--- src/design/brs_fifo.sv ---
// ----------------------------------------------------------------------------
// brs_fifo
// Small synchronous queue with a combinational read of the head entry.
// ----------------------------------------------------------------------------
`default_nettype none

module brs_fifo #(
  parameter int W     = 8,
  parameter int DEPTH = 4
) (
  input  wire logic         clk,
  input  wire logic         rst_n,
  input  wire logic         push,
  input  wire logic [W-1:0] wdata,
  input  wire logic         pop,
  output logic [W-1:0]      rdata,
  output logic              empty
);
  localparam int PW = (DEPTH > 1) ? $clog2(DEPTH) : 1;
  localparam int CW = $clog2(DEPTH + 1);

  logic [W-1:0]  mem_r [DEPTH];
  logic [PW-1:0] wptr_r, wptr_nxt, rptr_r, rptr_nxt;
  logic [CW-1:0] cnt_r, cnt_nxt;

  // Pointer advance with wrap at the queue depth.
  always_comb begin
    wptr_nxt = wptr_r;
    rptr_nxt = rptr_r;
    cnt_nxt  = cnt_r;
    if (push) begin
      wptr_nxt = (wptr_r == PW'(DEPTH - 1)) ? '0 : wptr_r + 1'b1;
    end
    if (pop) begin
      rptr_nxt = (rptr_r == PW'(DEPTH - 1)) ? '0 : rptr_r + 1'b1;
    end
    if (push && !pop) begin
      cnt_nxt = cnt_r + 1'b1;
    end else if (pop && !push) begin
      cnt_nxt = cnt_r - 1'b1;
    end
  end

  always_ff @(posedge clk) begin
    if (!rst_n) begin
      wptr_r <= '0;
      rptr_r <= '0;
      cnt_r  <= '0;
    end else begin
      wptr_r <= wptr_nxt;
      rptr_r <= rptr_nxt;
      cnt_r  <= cnt_nxt;
    end
  end

  // Storage needs no reset.
  always_ff @(posedge clk) begin
    if (push) begin
      mem_r[wptr_r] <= wdata;
    end
  end

  assign rdata = mem_r[rptr_r];
  assign empty = (cnt_r == '0);

endmodule

`default_nettype wire

--- config.mk ---
export PLATFORM = sky130hd
export DESIGN_NAME = brs_fifo
export DESIGN_NICKNAME = d
export VERILOG_FILES = /design/src/design/brs_fifo.sv
export SDC_FILE = /design/constraint.sdc
export NUM_CORES = 1
export LEC_CHECK = 0
export BUFFER_PORTS_ARGS = -buffer_cell sky130_fd_sc_hd__clkbuf_2
export CORE_MARGIN = 1
export CORE_UTILIZATION = 30
export DETAILED_ROUTE_END_ITERATION = 8
export MAX_ROUTING_LAYER = met4
export PLACE_DENSITY = 0.59
export SYNTH_ARGS = -nofsm -noshare
export SYNTH_HDL_FRONTEND = slang
export SYNTH_SLANG_ARGS = --single-unit
--- constraint.sdc ---
create_clock -name clk -period 2.4 [get_ports clk]
set_input_delay 0.24 -clock clk [delete_from_list [all_inputs] [get_ports clk]]
set_output_delay 0.24 -clock clk [all_outputs]
set_load 0.03 [all_outputs]
* Word level (Yosys, flattened, before mapping)
Memories as Yosys holds them, arrays and structs flattened. A register that Yosys moved wholly into a read port is not among the register bits.
Index checks and enable logic that the tools add are counted.
** Storage, ports and cells
- Flip-flop bits (word level) :: 7
- Latch bits :: 0
- Memory bits (writable) :: 32
- ROM bits :: 0
- Bits of input ports :: 12
- Output and inout port bits :: 9
- Word-level logic and storage cells :: 24
- Memories kept :: 1
** Memory list
- mem_r :: words 4, width 8, read ports 1, clocked after memory_dff 1, write ports 1, RTL line 22 : logic [W-1:0] mem_r [DEPTH];
** Operators by class
- $add $sub $neg :: 4
- Multiply operators :: 0
- Divide/modulo/power cells :: 0
- Magnitude comparators :: 0
- Eq/ne operators :: 2
- Shifts and indexed selects :: 0
- Mux-type cells :: 8
- Bitwise logic cells :: 0
- Reduce and logical (&&, ||, !) cells :: 6
** Operator list (count)
- $mux W2 :: 4
- $mux W3 :: 2
- $add A2 B1 Y2 const B :: 2
- $eq A2 B2 Y1 const B :: 2
- $add A3 B1 Y3 const B :: 1
- $logic_not A3 Y1 :: 1
- $sub A3 B1 Y3 const B :: 1
- $logic_and A1 B1 Y1 :: 2
- $logic_not A1 Y1 :: 2
- $mux W1 :: 2
- $reduce_bool A2 Y1 :: 1

* Logic depth before layout (Yosys ltp)
Gate-level depths: netlist (run 1).
- Word-level depth :: 4
- Mapped depth :: 7
- Mapped depth without buffers :: 7

* Worst setup path after synthesis (run 1)
No wires, ideal clock.
- Path kind :: input-to-reg
- Start point :: input port pop
- End point :: register cnt_r[2]
- Library setup time :: 0.070 ns
- Arrival :: 1.433 ns
- Data required time :: 2.330 ns
- Setup slack :: 0.897 ns
- Stages :: 7
- Buffers on the path :: 0
- Cell sequence :: inv_1 ha_1 inv_1 fa_1 xor2_1 or3_1 a21boi_1
** Between the ends
- Word-level cells in the longest chain between the ends :: 3
- Elaborated cells on any way between the ends :: 5
- Classes of those cells :: mux (1); reduce/logical (4)
** RTL lines
- from (decl) :: RTL line 15 : input wire logic pop,
- $logic_not A1 Y1 :: RTL line 37 : if (push && !pop) begin
- $logic_and A1 B1 Y1 :: RTL line 37
- $mux W3 or $reduce_bool A2 Y1 (tied branches)
- to (signal assigned) :: RTL line 52 : cnt_r <= cnt_nxt;
- to (decl) :: RTL line 24 : logic [CW-1:0] cnt_r, cnt_nxt;
Parallel ways exist; a longest one is shown, timed or not.
A chain may end at the register's enable or synchronous reset.

==> results.yml, run 1 <==
outcome:
  status: "complete, no violations"
routing:
  via_count: 795
  drtAntennaViolNets: 0
  wl_per_cell_um: 13.53
  wl_mm: 2.435
  firstDrtPassIters: 4
  drcViolationCount: 0
  avgViaCountPerCell: 4.417
  drt_iter0_drc: 63
clocking:
  cts_made_buffers: 5
  cts_tree: "yes"
  clkLatencyLatePin_ps: 280
  clk_root_buffer_cell: "clkbuf_8"
  post_cts_resized: 0
  cts.clk_slew.worst_paths_ps: 70
  cts.sink_count: 41
  post_cts_buffers: 0
  clk_path_buf_depth: 2
  htreeDepth: 2
  cts_hold_buf: 0
placed_design:
  pre_cts_ws_ps: 656.9
  place_area_sq_mm: 0.001779
  routabilityCongestion: 0.6378
  numPortBuffers: 20
setup_path:
  path_max_fanout: 8
  cp_cell_sequence: "mux4_2, clkbuf_2"
  crit_type: "reg2out"
  path_delay_family: "flip-flops"
  cp_slowest_cell: "dfxtp_1"
  critPathCaptureType: "output pin"
  crit_path_start_kind: "register"
  required_ps: 2160
  slowest_delay_ps: 670
  worst-path-buf-inv: 1
  crit_arrival_ps: 1740
layout:
  nFillCells: 508
  design_area_sq_mm: 0.001883
  final_cell_mix: "32 x edfxtp_1, 20 x clkbuf_2, 9 x dfxtp_1"
  drive_gt1_share_pct: 31.82
  diodes: 0
  syn2layout_area_growth_pct: 17.12
  multi_input_area_sq_um: 435.4
  seq_area_sq_mm: 0.001141
  nets: 129
  final_common_cell: "edfxtp_1"
timing:
  max_freq_ghz: 0.5060
  relSlewSlack_pct: 62.76
  rsz0062_at_grt: "false"
  finClkSkew_ps: 4.979
  setup_ws_ps: 423.8
  drv_slew: 0
  tns_ps: 0
  fin_crit_ps: 1976
  finalCritPeriodShare_pct: 82.34
  hold_ws_ps: 173.1
  hold_viol_final: 0
  final-setup-viol-count: 0
  worst_pin_slew_ps: 557.8
global_routing:
  grt_pass1_wl_mm: 3.905
  grt_pass1_vias: 848
  grt_overflow: 0
  antenna_found_initial: 0
  grt_usage_pct: 10.41
  grt_max_degree: 13
logic_synthesis:
  synthTopCellsByArea: "edfxtp_1 60%, dfxtp_1 11%, mux4_2 11%, ha_1 4.7%, mux2i_1 2.5%"
  synth_seq_cells: 41
  synth_area_leader_cell: "edfxtp_1"
  syn_inst: 85
  synth_warnings: 0
  syn-cell-area_sq_mm: 0.001608
  seq_area_frac_synth_pct: 70.97
  synth.distinct_cells: 19
  syn_nets: 104
  synth_top_area_share_pct: 59.77
  synth.avg_cell_area_sq_um: 18.92
power_and_ir_drop:
  power_density_mw_per_mm2: 818.7
  p_leak_uw: 0.0006834
  total_power_uw: 1542
  peakVddDrop_uv: 348.8
run:
  drv_cap: 0
floorplanning:
  initial_core_util_pct: 31.28
  die_w_um: 75.21
  num_io_pins: 21
  num_rows: 26
  die_y_um: 75.21
  dieArea_sq_mm: 0.005656
  core_sq_mm: 0.005140
worst_hold_path:
  hold_path.class: "in2reg"
worst reg2reg max path, delay by kind of cell, from the launching register on:
| family | cells | cell delay, ps |
|---|---|---|
| xor gates and xnor gates | 1 | 170 |
| DFF | 1 | 350 |
| adders and majority gates | 1 | 450 |
| AOI/OAI and AO/OA | 1 | 140 |
| and+or+nand+nor | 1 | 310 |
synth_stat cells:
cell type   n
edfxtp_1   32
dfxtp_1     9
mux4_2      8
ha_1        6
and2_1      5
nor2b_1     5
inv_1       4
mux2i_1     4
nor3_1      2
a21boi_1    1
buf_6       1
clkbuf_2    1
fa_1        1
nor2_1      1
o21a_1      1
o21ai_0     1
or3_1       1
xnor2_1     1
xor2_1      1
cell families after synthesis:
| group | count (synthesis) | synth area share [%] |
|---|---|---|
| XOR/XNOR | 2 | 1.090 |
| adder cells (fa/ha/maj) | 7 | 5.914 |
| flip-flops | 41 | 70.97 |
| multiplexers | 12 | 13.70 |
| AND/OR/NAND/NOR | 14 | 5.136 |
| buffers and inverters | 6 | 1.945 |
| AO/OA/AOI/OAI | 3 | 1.245 |
final cells by class:
| type | instances | area share [%] |
|---|---|---|
| sequential | 41 | 60.60 |
| timing repair buffer | 20 | 5.316 |
| clock buffer | 5 | 3.654 |
| tap | 70 | 4.651 |
| clock inverter | 2 | 1.860 |
| multi-input combinational | 38 | 23.12 |
| inverter | 4 | 0.7973 |
power by group:
| group | internal, uW | switching [uW] |
|---|---|---|
| clock network | 302 | 214 |
| logic | 79.2 | 112 |
| registers | 807 | 28.0 |
final timing paths:
| kind | cells after the start | end | slack, ps | start |
|---|---|---|---|---|
| setup reg to reg | 4 | cnt_r[2] | 930 | cnt_r[0] |
| setup / recovery | 2 | rdata[4] | 420 | register |
| hold reg to reg | 2 | cnt_r[2] | 490 | cnt_r[2] |
| hold / removal | 1 | mem_r[0][3] | 170 | wdata[3] |
metrics by stage:
| stage | utilization (%) | cells |
|---|---|---|
| 2_1_floorplan | - | 85 |
| 3_3_place_gp | 34.62 | 173 |
| 3_5_place_dp | 34.62 | 173 |
| 4_1_cts | 36.64 | 180 |
| 5_1_grt | 36.64 | 180 |
| 6_report | 36.64 | 180 |
routing by layer:
metal	vias to the layer above	track usage (%)	wire length, um
li1	372	-	-
met1	391	11.22	1064
met2	23	17.22	1184
met3	9	3.213	117
met4	0	5.556	68
met5	-	-	0
state kept, by name (all words and copies together) (netlist names), named ones only:
register	count
mem_r	32
cnt_r	3
rptr_r	2
wptr_r	2
Power figures use the tool's default switching activity.
==> run 2: changes to the inputs <==
Settings changed: ABC_AREA set to 1, PLACE_DENSITY 0.59 to 0.61.
Clock period 2.4 ns to 1.8 ns, I/O delays scaled along.
==> run 2 against run 1 <==
Net effect:
- utilization rose by 0.34 points
- critical path depth is 2 higher
- routed wire length grew 18%
- register-to-register slack worse by 400 ps
- non-clock buffer count is 1 higher
- synthesized cell count rose by 58%
- area after synthesis increased by 2.4%
- critical path type unchanged
- die area grew 2.4%
- sequential power grew 33%
- largest power group unchanged
- count of clock-buffer cells in the layout stayed put
- first-iteration DRC count grew 40%
- global-route usage is 0.69 points higher
- highest routed layer unchanged
==> results.yml, run 2 <==
routing:
  via_count: 1015
  drtAntennaViolNets: 0
  avgViaCountPerCell: 4.413
  drt_iter0_drc: 88
  firstDrtPassIters: 4
  drcViolationCount: 0
  wl_mm: 2.873
  wl_per_cell_um: 12.49
global_routing:
  use_met3_pct: 4.192
  grt.busiest_layer: "met2"
  met2_usage_pct: 15.82
  grt_usage_pct: 11.10
  grt_overflow: 0
  grt_pass1_wl_mm: 4.712
  grt_max_degree: 17
  grt_util_met1_pct: 14.44
  antenna_found_initial: 0
  grt_pass1_vias: 954
outcome:
  status: "complete, no violations"
layout:
  reg.largest.list: "mem_r: 32 flops, cnt_r: 3 flops"
  final_core_util_pct: 36.97
  nFillCells: 531
  final_common_cell: "edfxtp_1"
  largest_reg_flops: 32
  drive_gt1_share_pct: 21.25
  largest-register: "mem_r"
  syn2layout_area_growth_pct: 16.87
  diodes: 0
  final_cell_mix: "32 x edfxtp_1, 22 x nor2_1, 20 x clkbuf_2"
  nets: 179
power_and_ir_drop:
  peakVddDrop_uv: 335.7
  power_density_mw_per_mm2: 1083
  total_power_uw: 2083
  p_leak_uw: 0.0007673
placed_design:
  routabilityCongestion: 0.7146
  numPortBuffers: 20
  hpwl_mm: 1.916
  pre_cts_ws_ps: 373.2
logic_synthesis:
  synth_top_area_share_pct: 58.36
  syn_nets: 153
  synth_seq_cells: 41
  ys_async_sr_fraction_pct: 0
  syn-cell-area_sq_mm: 0.001647
  seq_area_frac_synth_pct: 69.30
  synthFlopType: "edfxtp_1"
  synth-edff-count: 32
  yosysMostFrequentCell: "edfxtp_1"
  synth.distinct_cells: 19
  synthTopCellsByCount: "32 x edfxtp_1, 22 x nor2_1, 15 x inv_1, 15 x o21ai_0, 9 x dfxtp_1"
  synthTopCellsByArea: "edfxtp_1 58%, dfxtp_1 11%, nor2_1 5.0%, ha_1 4.6%, o21ai_0 4.6%"
  synth_warnings: 0
  syn_inst: 134
  synth.avg_cell_area_sq_um: 12.29
  synth_area_leader_cell: "edfxtp_1"
floorplanning:
  core_sq_mm: 0.005205
  die_w_um: 76.09
  dieArea_sq_mm: 0.005789
  initial_core_util_pct: 31.63
  num_rows: 26
  die_y_um: 76.09
  num_io_pins: 21
clocking:
  clk_root_buffer_cell: "clkbuf_8"
  cts.clk_slew.worst_paths_ps: 80
  cts.sink_count: 41
  htreeDepth: 2
  post_cts_buffers: 0
  cts_made_buffers: 5
  cts_tree: "yes"
  clkLatencyLatePin_ps: 290
  clk_path_buf_depth: 2
setup_path:
  required_ps: 1620
  crit_type: "reg2out"
  path_max_fanout: 9
  crit_path_start_kind: "register"
  critPathCaptureType: "output pin"
  crit_arrival_ps: 1460
timing:
  tns_ps: 0
  fin_crit_ps: 1639
  max_freq_ghz: 0.6102
  setup_ws_ps: 161.3
  drv_slew: 0
  finClkSkew_ps: 6.119
  relSlewSlack_pct: 74.00
  rsz0062_at_grt: "false"
  worst_pin_slew_ps: 389.5
  hold_viol_final: 0
  final-setup-viol-count: 0
  finalCritPeriodShare_pct: 91.04
run:
  drv_cap: 0
worst_hold_path:
  hold_path.class: "in2reg"
run 2: area by class of cell:
cell class / count / area, sq um / share of cell area (%)
Inverter: 16 / 60.06 / 3.121
Clock buffer: 5 / 68.82 / 3.576
Sequential cell: 41 / 1142 / 59.36
Multi-Input combinational cell: 75 / 422.9 / 21.98
Clock inverter: 2 / 35.03 / 1.821
Timing Repair Buffer: 21 / 107.6 / 5.592
Tap cell: 70 / 87.58 / 4.551
run 2: logic make-up (layout without fill, tap and decap cells):
logic type | Yosys count | count (layout) | share of synthesized area [%]
XOR/XNOR | 1 | 1 | 0.5320
adder cells (fa/ha/maj) | 7 | 7 | 5.775
AO/OA/AOI/OAI | 30 | 30 | 10.18
AND/OR/NAND/NOR | 37 | 37 | 9.194
flip-flops | 41 | 41 | 69.30
buffers and inverters | 18 | 44 | 5.015
run 2: final timing paths:
check	cells after the start	slack, ps	start	endpoint
worst min register to register	2	530	wptr_r[1]	wptr_r[1]
worst min-delay path	1	100	wdata[5]	mem_r[3][5]
worst max-delay path	4	160	register	rdata[7]
worst max register to register	3	530	wptr_r[0]	mem_r[3][0]
run 2: critical path, cell delays in order (launching register included):
cell      delay, ps
dfxtp_1         400
inv_1           250
o21ai_0         130
o22ai_1         160
clkbuf_2        230
run 2: per-stage QoR:
step           std cells  hold WS [ps]  instance area, sq um
2_1_floorplan        134         278.9                  1647
3_3_place_gp         223         403.2                  1819
3_5_place_dp         223         404.7                  1819
4_1_cts              230         100.3                  1923
5_1_grt              230         99.94                  1924
6_report             230         99.96                  1924
run 2: timing repair:
action	in CTS	in global routing
gates resized for setup	0	1
endpoints found under the setup margin	0	5
hold buffers	0	0
run 2: report_power, final:
part / total (uW) / internal (uW) / leakage, uW / switching, uW
logic: 273 / 86.1 / 0.000344 / 187
clock network: 704 / 403 / 0.0000540 / 301
registers: 1110 / 1070 / 0.000369 / 32.3
total: 2080 / 1560 / 0.000767 / 521
run 2: routing by layer:
layer,wire length [um],share of wire [%]
met2,1285,45
met4,31,1.1
met1,1403,49
met5,0,0
met3,152,5.3
