## config.mk

```make
export PLATFORM = sky130hd
export DESIGN_NAME = brs_axis
export DESIGN_NICKNAME = d
export VERILOG_FILES = /design/src/design/brs_pkg.sv /design/src/design/brs_axis.sv
export SDC_FILE = /design/constraint.sdc
export NUM_CORES = 1
export LEC_CHECK = 0
export ABC_AREA = 0
export BUFFER_PORTS_ARGS = -buffer_cell sky130_fd_sc_hd__buf_2
export CORE_ASPECT_RATIO = 1.5
export CORE_MARGIN = 3
export CORE_UTILIZATION = 40
export CTS_BUF_LIST = sky130_fd_sc_hd__clkbuf_8
export DETAILED_ROUTE_END_ITERATION = 8
export GPL_TIMING_DRIVEN = 0
export PLACE_DENSITY = 0.57
export SETUP_SLACK_MARGIN = 0.3
export SLEW_MARGIN = 20
export SYNTH_ARGS = -nofsm -noshare
export SYNTH_HDL_FRONTEND = slang
export SYNTH_SLANG_ARGS = --single-unit
```

## constraint.sdc

```tcl
create_clock -name clk -period 10.54 [get_ports clk]
set_clock_uncertainty 0.15 [all_clocks]
set_input_delay 0.527 -clock clk [delete_from_list [all_inputs] [get_ports clk]]
set_output_delay 0.527 -clock clk [all_outputs]
set_load 0.01 [all_outputs]
```

## src/design/brs_pkg.sv

```systemverilog
// ----------------------------------------------------------------------------
// brs_pkg
// Shared types and constants of the bilinear image resizer.
// ----------------------------------------------------------------------------
`default_nettype none

package brs_pkg;

  // Default build sizes.
  localparam int MAX_SRC_DIM_DEF = 256;
  localparam int FRAC_BITS_DEF   = 8;

  // Field widths of the channels and registers.
  localparam int PIX_W     = 12;
  localparam int CHAN_W    = 8;
  localparam int RGB_W     = 3 * CHAN_W;
  localparam int SRC_CFG_W = 9;
  localparam int DST_CFG_W = 13;
  localparam int CFG_IDX_W = 2;

  // Depth of the result queue.
  localparam int OUT_DEPTH = 4;

  // Request codes.
  typedef enum logic {
    REQ_LOAD    = 1'b0,
    REQ_COMPUTE = 1'b1
  } req_t;

  // Configuration register indexes.
  typedef enum logic [CFG_IDX_W-1:0] {
    CFG_SRC_ROWS = 2'd0,
    CFG_SRC_COLS = 2'd1,
    CFG_DST_ROWS = 2'd2,
    CFG_DST_COLS = 2'd3
  } cfg_idx_t;

  typedef struct packed {
    logic              req_type;
    logic [PIX_W-1:0]  pix_row;
    logic [PIX_W-1:0]  pix_col;
    logic [CHAN_W-1:0] in_red;
    logic [CHAN_W-1:0] in_green;
    logic [CHAN_W-1:0] in_blue;
  } in_item_t;

  typedef struct packed {
    logic [CHAN_W-1:0] out_red;
    logic [CHAN_W-1:0] out_green;
    logic [CHAN_W-1:0] out_blue;
  } out_item_t;

endpackage

`default_nettype wire

```

## src/design/brs_axis.sv

```systemverilog
// ----------------------------------------------------------------------------
// brs_axis
// Source position of one axis: a multiply, a one-bit-per-stage restoring
// division and a final stage that forms both neighbor indexes and the weight.
// ----------------------------------------------------------------------------
`default_nettype none

module brs_axis
  import brs_pkg::*;
#(
  parameter int MAX_SRC_DIM = MAX_SRC_DIM_DEF,
  parameter int FRAC_BITS   = FRAC_BITS_DEF,
  localparam int IW = (MAX_SRC_DIM > 1) ? $clog2(MAX_SRC_DIM) : 1
) (
  input  wire logic                 clk,
  input  wire logic [PIX_W-1:0]     dst_pos,
  input  wire logic [SRC_CFG_W-1:0] src_size,
  input  wire logic [DST_CFG_W-1:0] dst_size,
  output logic [IW-1:0]             lo_idx,
  output logic [IW-1:0]             hi_idx,
  output logic [FRAC_BITS-1:0]      weight
);
  localparam int F  = FRAC_BITS;
  localparam int SW = $clog2(MAX_SRC_DIM + 1);
  localparam int MW = PIX_W + SW;
  localparam int NW = DST_CFG_W;
  localparam int QW = IW + F;

  // Saturated sizes and the product in the first stage.
  logic [SW-1:0] s_clamp;
  logic [NW-1:0] n_fix;
  logic [MW-1:0] prod_r;
  logic [SW-1:0] s0_r;
  logic [NW-1:0] n0_r;
  logic          sat0_r;

  always_comb begin
    if (src_size == '0) begin
      s_clamp = SW'(1);
    end else if (int'(src_size) > MAX_SRC_DIM) begin
      s_clamp = SW'(MAX_SRC_DIM);
    end else begin
      s_clamp = SW'(src_size);
    end
    n_fix = (dst_size == '0) ? NW'(1) : dst_size;
  end

  always_ff @(posedge clk) begin
    prod_r <= MW'(dst_pos) * MW'(s_clamp);
    s0_r   <= s_clamp;
    n0_r   <= n_fix;
    sat0_r <= ({1'b0, dst_pos} >= n_fix);
  end

  // Division stages: each brings in one numerator bit and yields one quotient bit.
  logic [NW-1:0] rem_r [QW];
  logic [QW-1:0] low_r [QW];
  logic [QW-1:0] q_r   [QW];
  logic [NW-1:0] n_r   [QW];
  logic [SW-1:0] s_r   [QW];
  logic          sat_r [QW];

  logic [NW-1:0] rem_in [QW];
  logic [QW-1:0] low_in [QW];
  logic [QW-1:0] q_in   [QW];
  logic [NW-1:0] n_in   [QW];
  logic [NW:0]   trial  [QW];
  logic          ge     [QW];

  always_comb begin
    for (int k = 0; k < QW; k++) begin
      if (k == 0) begin
        rem_in[k] = NW'(prod_r >> IW);
        low_in[k] = {prod_r[IW-1:0], {F{1'b0}}};
        q_in[k]   = '0;
        n_in[k]   = n0_r;
      end else begin
        rem_in[k] = rem_r[k-1];
        low_in[k] = low_r[k-1];
        q_in[k]   = q_r[k-1];
        n_in[k]   = n_r[k-1];
      end
      trial[k] = {rem_in[k], low_in[k][QW-1]};
      ge[k]    = (trial[k] >= {1'b0, n_in[k]});
    end
  end

  always_ff @(posedge clk) begin
    for (int k = 0; k < QW; k++) begin
      rem_r[k] <= ge[k] ? NW'(trial[k] - {1'b0, n_in[k]}) : NW'(trial[k]);
      low_r[k] <= {low_in[k][QW-2:0], 1'b0};
      q_r[k]   <= {q_in[k][QW-2:0], ge[k]};
      n_r[k]   <= n_in[k];
      s_r[k]   <= (k == 0) ? s0_r : s_r[k-1];
      sat_r[k] <= (k == 0) ? sat0_r : sat_r[k-1];
    end
  end

  // Neighbors and weight from the position; the edge repeats past the image.
  logic [QW-1:0] pos;
  logic [F-1:0]  frac;
  logic [SW-1:0] smax;
  logic [IW-1:0] a_raw;
  logic [IW:0]   b_raw;
  logic [QW:0]   pos_up;
  logic [IW-1:0] lo_nxt, hi_nxt;
  logic [F-1:0]  w_nxt;

  always_comb begin
    pos    = q_r[QW-1];
    frac   = pos[F-1:0];
    smax   = s_r[QW-1] - 1'b1;
    a_raw  = (pos >= QW'(1 << (F - 1))) ? IW'((pos - QW'(1 << (F - 1))) >> F) : '0;
    pos_up = {1'b0, pos} + (QW + 1)'(1 << (F - 1));
    b_raw  = (IW + 1)'(pos_up >> F);
    w_nxt  = (frac < F'(1 << (F - 1))) ? frac + F'(1 << (F - 1))
                                       : frac - F'(1 << (F - 1));
    lo_nxt = ((SW + 1)'(a_raw) > (SW + 1)'(smax)) ? IW'(smax) : a_raw;
    hi_nxt = ((SW + 1)'(b_raw) > (SW + 1)'(smax)) ? IW'(smax) : IW'(b_raw);
    if (sat_r[QW-1]) begin
      lo_nxt = IW'(smax);
      hi_nxt = IW'(smax);
      w_nxt  = '0;
    end
  end

  always_ff @(posedge clk) begin
    lo_idx <= lo_nxt;
    hi_idx <= hi_nxt;
    weight <= w_nxt;
  end

endmodule

`default_nettype wire

```

# Yosys cells after proc, flatten, opt, wreduce, memory -nomap -nowiden
# Memories as Yosys holds them, arrays and structs flattened.
# Cells that the tools add are included.
[word_totals] out_inout_bits=24 n_memories=6 register_bits=68 ramBits=1072 elab_cells=84 latch_bits=0 rom_bits=0
[op_classes] n_eq_ne=0 div=0 n_mul=1 reduce_logical=2 add_sub_neg=21 order_cmp=22 n_mux=25 bitwise=0 n_shift=0
[memory_table] memory="q_r" words=16 width=16 rd=16 rd_ports_with_merged_regs=0 write_ports=16 line="brs_axis.sv:58" source="logic [QW-1:0] q_r [QW];"
[memory_table] memory="low_r" words=16 width=15 rd=15 rd_ports_with_merged_regs=0 write_ports=16 line="brs_axis.sv:57" source="logic [QW-1:0] low_r [QW];"
[memory_table] memory="n_r" words=16 width=13 rd=15 rd_ports_with_merged_regs=0 write_ports=16 line="brs_axis.sv:59" source="logic [NW-1:0] n_r [QW];"
[memory_table] memory="rem_r" words=16 width=13 rd=15 rd_ports_with_merged_regs=0 write_ports=16 line="brs_axis.sv:56" source="logic [NW-1:0] rem_r [QW];"
[memory_table] memory="s_r" words=16 width=9 rd=16 rd_ports_with_merged_regs=0 write_ports=16 line="brs_axis.sv:60" source="logic [SW-1:0] s_r [QW];"
[memory_table] memory="sat_r" words=16 width=1 rd=16 rd_ports_with_merged_regs=0 write_ports=16 line="brs_axis.sv:61" source="logic sat_r [QW];"
[op_table] cell="$ge A14 B13 Y1" count=16
[op_table] cell="$mux W13" count=17
[op_table] cell="$sub A13 B13 Y13" count=16
[op_table] cell="$mux W8" count=6
[op_table] cell="$mul A12 B9 Y21" count=1
[op_table] cell="$mux W9" count=2
[op_table] cell="$add A16 B8 Y17 const B" count=1
[op_table] cell="$ge A16 B8 Y1 const B" count=1
[op_table] cell="$sub A16 B8 Y16 const B" count=1
[op_table] cell="$ge A12 B13 Y1" count=1
[op_table] cell="$logic_not A13 Y1" count=1
[op_table] cell="$gt A8 B9 Y1" count=1
[op_table] cell="$gt A9 B9 Y1" count=1
[op_table] cell="$gt A9 B9 Y1 const B" count=1
[op_table] cell="$logic_not A9 Y1" count=1
[op_table] cell="$sub A9 B1 Y9 const B" count=1
[op_table] cell="$add A8 B8 Y8 const B" count=1
[op_table] cell="$lt A8 B8 Y1 const B" count=1
[op_table] cell="$sub A8 B8 Y8 const B" count=1

# Logic depth before layout (Yosys ltp)
# An unclocked memory read counts as a cell.
[logic_depth] ltp_word=6 ltp_mapped=22 mapped_depth_nobuf=21

# Worst setup path after synthesis
# OpenSTA, ideal clock, no wires.
[synth_timing] path_kind="in2reg" from="in src_size[3]" to="reg prod_r[18]" t_arrival_ns=5.000 required_ns=10.268 setup_ns=0.122 stages=20 setup_slack_ns=5.268 cell_sequence="nor4_1 a21oi_1 nor2_1 clkbuf_1 nand2_1 fa_1 inv_1 fa_1 inv_1 fa_1 fa_1 inv_1 ha_1 o21a_1 o31a_1 o21ai_0 a211o_1 a21oi_1 nor4b_1 a311o_1"
[synth_between] elab_chain_len=4 elab_cells_between_ends=5 cone_classes="1 x mul; 1 x order compare; 2 x mux; 1 x reduce/logical"
[synth_lines] item="start, declared" line="brs_axis.sv:17" source="input wire logic [SRC_CFG_W-1:0] src_size,"
[synth_lines] item="$gt A9 B9 Y1" line="brs_axis.sv:40" source="end else if (int'(src_size) > MAX_SRC_DIM) begin"
[synth_lines] item="$mux W9" line="brs_axis.sv:40"
[synth_lines] item="$mux W9 *" line="brs_axis.sv:38" source="if (src_size == '0) begin"
[synth_lines] item="net s_clamp[0]" line="brs_axis.sv:30" source="logic [SW-1:0] s_clamp;"
[synth_lines] item="$mul A12 B9 Y21 *" line="brs_axis.sv:49" source="prod_r <= MW'(dst_pos) * MW'(s_clamp);"
[synth_lines] item="end signal, assigned" line="brs_axis.sv:49"
[synth_lines] item="end, declared" line="brs_axis.sv:32" source="logic [MW-1:0] prod_r;"
# Mark *: on every way through the listed nets, which the timed path passes. The rest lies on a longest branch.
# A chain may end at the register's enable or synchronous reset.

# Worst setup path after layout
[layout_timing] from="in src_size[8]" to="reg prod_r[18]"
# The elaborated chain is that of the path after synthesis.

==> results summary <==
The run finished with clean final reports. The number of buffers inserted to repair setup after CTS came out at 0. The maximum operating frequency is 164 MHz. Summing every instance area after synthesis gives between 30000 and 40000 um^2. The pre-antenna-repair detailed-routing pass consisted of 5 iterations.

At the pin with the least slew margin, the transition time is 979 ps. The shortest clock period the worst path allows after layout is 6110 ps. The final-stage net count is 3752. The core area is 81500 um^2. Tracing the worst setup path back leads to its startpoint at src_size[8]. The via density per instance came out at 4.84. The most used flip-flop cell after synthesis is sky130_fd_sc_hd__dfxtp_1. The largest stage delay on the critical path came out at 560 ps. In this run the most critical hold path is launched from dst_pos[0].

The tree is rooted in a sky130_fd_sc_hd__clkbuf_8. The estimated wirelength of the detail-placed design came out at 51700 um. The fraction of final layout cells sized beyond drive strength 1 came out at about an eighth. sky130_fd_sc_hd__dfxtp_1 takes more of the synthesized area than any other cell.

In the routed design, unresolved DRC markers number 0. The global routing stage identified its most utilized layer as met2. The share of flip-flops with an asynchronous set or reset after synthesis came out at 0%. The worst setup path is launched from an input port. The die extent in y came out at 358 um.

At the end of routability-driven placement, the weighted congestion stood at roughly 0.84. The sum of buffers and inverters on the critical path came out at 7. The chip width is around 240 um.

The slowest cell on the critical path is sky130_fd_sc_hd__fa_1. The H-tree was split into 3 levels. TritonCTS built the clock tree. The latest clock arrival within the worst-skew pair came out at 750 ps. The final-report setup violation count is 0. The number of buffers between clock root and the deepest sink is 3. Setup repair after global routing left no endpoint under its margin. The critical path arrival came out at 6590 ps. The area growth from synthesis to layout came out at 13.2%. The worst-case IR drop observed on VDD is between 0.1 and 0.15 mV.

The aggregate global routing overflow is 0. The worst setup path is captured at a flip-flop. The net count after synthesis came out at 3556.

The via count of the first global-routing pass came out at 22900. After detailed routing, the average wire length per cell comes to 14.7 um. Along the worst path, the maximum fanout reaches 10.

The fraction of post-synthesis cell area in the top cell type by area came out at 47.5%. The average instance in the mapped netlist occupies 10.5 um^2. The first global-routing pass estimated 108000 um of wire. The total negative slack came out at 0 ps. The violation count after the first detailed-route iteration is 736. Summed over all cells, the static leakage comes to 0.0172 uW. Synthesis instantiated 78 different standard cells from the library.

The starting density of the core is 40.5%. The max capacitance violation total came out at 0. The most frequent cell on the critical path is sky130_fd_sc_hd__fa_1. In this run, synthesis inferred 0 flip-flops with an integrated enable. In the finished design, the share of the clock period the worst path needs comes to 58.0%. The worst slew slack as a fraction of its limit came out at 33.8%. Global routing consumed, on the met1 layer, 13.0% of the routing resources. Fill cells in the final layout number 7742. The maximum number of pins on one net before global-route repair came out at 20. The max-slew violation count is 0.

The initial antenna violation count is 1. The required time of the critical path came out at 11010 ps. The clock-pin transition on the worst setup and hold timing paths came out at about 60 ps. The post-detailed-route count of antenna-violating nets is 0. The final layout contains routed wiring with a total length of 66100 um. The worst setup path is of the input port to flip-flop kind.

The count of input and output buffers came out at 58. In this run, synthesis produced a sequential element count of 782. The die covers 86000 um^2. The count of synthesis-stage warnings from yosys came out at 0.

Buffers inserted during clock tree synthesis total 119. The placement row count came out at 128. Global routing used 2.60% of the available met3 tracks. The total I/O pin count is 59. The clock drives 782 sinks.

The share of the Yosys chip area taken by registers is a little under half. The total count of hold-check failures in the final report came out at 0. The total via count in the routed design is 21700. The worst register-to-register path begins at q_r[1][124]$_DFF_P_. Traced cell by cell, the critical path runs through dlygate4sd3_1 > buf_2 > clkbuf_1 > nor2b_1 > clkbuf_1 > nand2_1 > fa_1 > inv_1 > fa_1 > inv_1 > fa_1 > fa_1 > inv_1 > ha_1 > o21a_1 > o31a_1 > o21ai_0 > a211o_1 > a21oi_1 > nor4b_1 > a311o_1.

The overall track demand over capacity in global routing came out at around 16%. Among cell families on the critical path, the largest total delay comes from adder cells. The worst hold path belongs to the class input port to flip-flop.

In this run the power density over the cells is ~320 nW/um^2. Synthesis produced around 3200 cells. By area the synthesized netlist is led by sky130_fd_sc_hd__dfxtp_1 (47%), sky130_fd_sc_hd__ha_1 (11%), sky130_fd_sc_hd__fa_1 (5.2%). The tightest hold path in the finished design has a slack of 109 ps. The met2 usage in global routing came out at 33.3%.
-- cell type report --
cell class / instances / area (um^2) / area share, %
inverter: 388 / 1460 / 3.90
sequential: 782 / 15700 / 41.9
buffer: 69 / 295 / 0.791
clock inverter: 70 / 561 / 1.50
clock buffer: 147 / 2020 / 5.42
timing repair buffer: 75 / 460 / 1.23
antenna: 1 / 2.50 / 0.00670
multi-input combinational: 1916 / 15600 / 41.7
tap: 1040 / 1300 / 3.49
-- through the flow --
step | setup slack (ps) | std cells | util (%) | power [uW] | area, um^2
2_1_floorplan | 5270 | 3155 | - | 8250 | 33000
3_3_place_gp | 4250 | 4253 | 42.4 | 9500 | 34600
3_5_place_dp | 4200 | 4253 | 42.4 | 9550 | 34600
4_1_cts | 4510 | 4487 | 45.8 | 12200 | 37300
6_report | 4430 | 4488 | 45.8 | 12000 | 37300
5_1_grt | 4100 | 4488 | 45.8 | 13000 | 37300
-- placed cells by master (no fill, tap or decap), types with 21 or more instances in the layout --
| cell type | synthesis | layout |
|---|---|---|
| sky130_fd_sc_hd__dfxtp_1 | 782 | 782 |
| sky130_fd_sc_hd__inv_1 | 387 | 421 |
| sky130_fd_sc_hd__ha_1 | 280 | 280 |
| sky130_fd_sc_hd__a21oi_1 | 165 | 165 |
| sky130_fd_sc_hd__nor2_1 | 158 | 158 |
| sky130_fd_sc_hd__nand2_1 | 148 | 148 |
| sky130_fd_sc_hd__clkbuf_8 | 0 | 147 |
| sky130_fd_sc_hd__mux2_2 | 129 | 129 |
| sky130_fd_sc_hd__o21ai_0 | 111 | 111 |
| sky130_fd_sc_hd__xnor2_1 | 99 | 99 |
| sky130_fd_sc_hd__fa_1 | 86 | 86 |
| sky130_fd_sc_hd__buf_2 | 11 | 69 |
| sky130_fd_sc_hd__and2_1 | 64 | 64 |
| sky130_fd_sc_hd__nor2b_1 | 62 | 62 |
| sky130_fd_sc_hd__o21a_1 | 56 | 56 |
| sky130_fd_sc_hd__xor2_1 | 50 | 50 |
| sky130_fd_sc_hd__clkbuf_1 | 48 | 48 |
| sky130_fd_sc_hd__nor3_1 | 46 | 46 |
| sky130_fd_sc_hd__nand3_1 | 42 | 42 |
| sky130_fd_sc_hd__mux2i_1 | 41 | 41 |
| sky130_fd_sc_hd__a21o_1 | 39 | 39 |
| sky130_fd_sc_hd__nand2b_1 | 31 | 31 |
| sky130_fd_sc_hd__a211oi_1 | 24 | 24 |
| sky130_fd_sc_hd__o31a_1 | 24 | 24 |
| sky130_fd_sc_hd__clkinv_2 | 0 | 21 |
-- worst paths after layout --
| path | end | slack, ps | cells past startpoint |
|---|---|---|---|
| max | prod_r[18]$_DFF_P_ | 4430 | 21 |
| min | prod_r[1]$_DFF_P_ | 110 | 3 |
| max reg2reg | lo_idx[1]$_DFF_P_ | 6590 | 13 |
| min reg2reg | s_r[1][18]$_DFF_P_ | 160 | 0 |
-- synthesized netlist by cell type (24+ instances only) --
library cell	n
sky130_fd_sc_hd__dfxtp_1	782
sky130_fd_sc_hd__inv_1	387
sky130_fd_sc_hd__ha_1	280
sky130_fd_sc_hd__a21oi_1	165
sky130_fd_sc_hd__nor2_1	158
sky130_fd_sc_hd__nand2_1	148
sky130_fd_sc_hd__mux2_2	129
sky130_fd_sc_hd__o21ai_0	111
sky130_fd_sc_hd__xnor2_1	99
sky130_fd_sc_hd__fa_1	86
sky130_fd_sc_hd__and2_1	64
sky130_fd_sc_hd__nor2b_1	62
sky130_fd_sc_hd__o21a_1	56
sky130_fd_sc_hd__xor2_1	50
sky130_fd_sc_hd__clkbuf_1	48
sky130_fd_sc_hd__nor3_1	46
sky130_fd_sc_hd__nand3_1	42
sky130_fd_sc_hd__mux2i_1	41
sky130_fd_sc_hd__a21o_1	39
sky130_fd_sc_hd__nand2b_1	31
sky130_fd_sc_hd__a211oi_1	24
sky130_fd_sc_hd__o31a_1	24
-- logic make-up after synthesis --
family | count (synthesis) | share of synthesized area (%)
buffers and inverters | 457 | 5.31
AND/OR/NAND/NOR | 653 | 9.96
AO/OA/AOI/OAI | 570 | 11.5
XOR/XNOR | 149 | 3.96
multiplexers | 178 | 6.00
adder cells (fa/ha/maj) | 366 | 15.8
flip-flops | 782 | 47.5
-- flip-flops by register name, summed over array words and instances, names as in the netlist --
| name | flops |
|---|---|
| sat0_r | 1 |
| weight | 8 |
| s_r | 144 |
| hi_idx | 8 |
| rem_r | 195 |
| sat_r | 16 |
| q_r | 136 |
| prod_r | 21 |
| lo_idx | 8 |
| s0_r | 9 |
| n0_r | 13 |
| low_r | 28 |
| n_r | 195 |
-- worst reg2reg max path, cell delays in order, from the launching register on --
cell and delay, ps:
sky130_fd_sc_hd__dfxtp_1 300, sky130_fd_sc_hd__clkbuf_1 190, sky130_fd_sc_hd__or4_1 540, sky130_fd_sc_hd__a21oi_1 280, sky130_fd_sc_hd__nor2b_1 320, sky130_fd_sc_hd__nor2_1 130
sky130_fd_sc_hd__ha_1 300, sky130_fd_sc_hd__nor2b_1 130, sky130_fd_sc_hd__o21ai_0 130, sky130_fd_sc_hd__nand2b_1 80, sky130_fd_sc_hd__a211oi_1 240, sky130_fd_sc_hd__o21bai_1 130
sky130_fd_sc_hd__a21oi_2 500, sky130_fd_sc_hd__mux2_2 410
-- where the power goes --
group          internal [uW]  switching, uW  total [uW]
clock                   1440           1150        2600
sequential              3840            364        4210
combinational           2450           2790        5240
total                   7740           4310       12000
-- per-layer routing --
| metal | part of all wire [%] | vias up |
|---|---|---|
| met4 | 5.3 | 0 |
| met2 | 58 | 365 |
| met3 | 3.1 | 188 |
| met1 | 33 | 10100 |
| li1 | - | 11100 |
| met5 | 0 | - |
-- repair_timing --
action                                 CTS  global route
endpoints found under the hold margin   16             0
resized for setup                        0             0
hold buffers                            17             0
No activity file was read; power rests on OpenSTA's default activity.
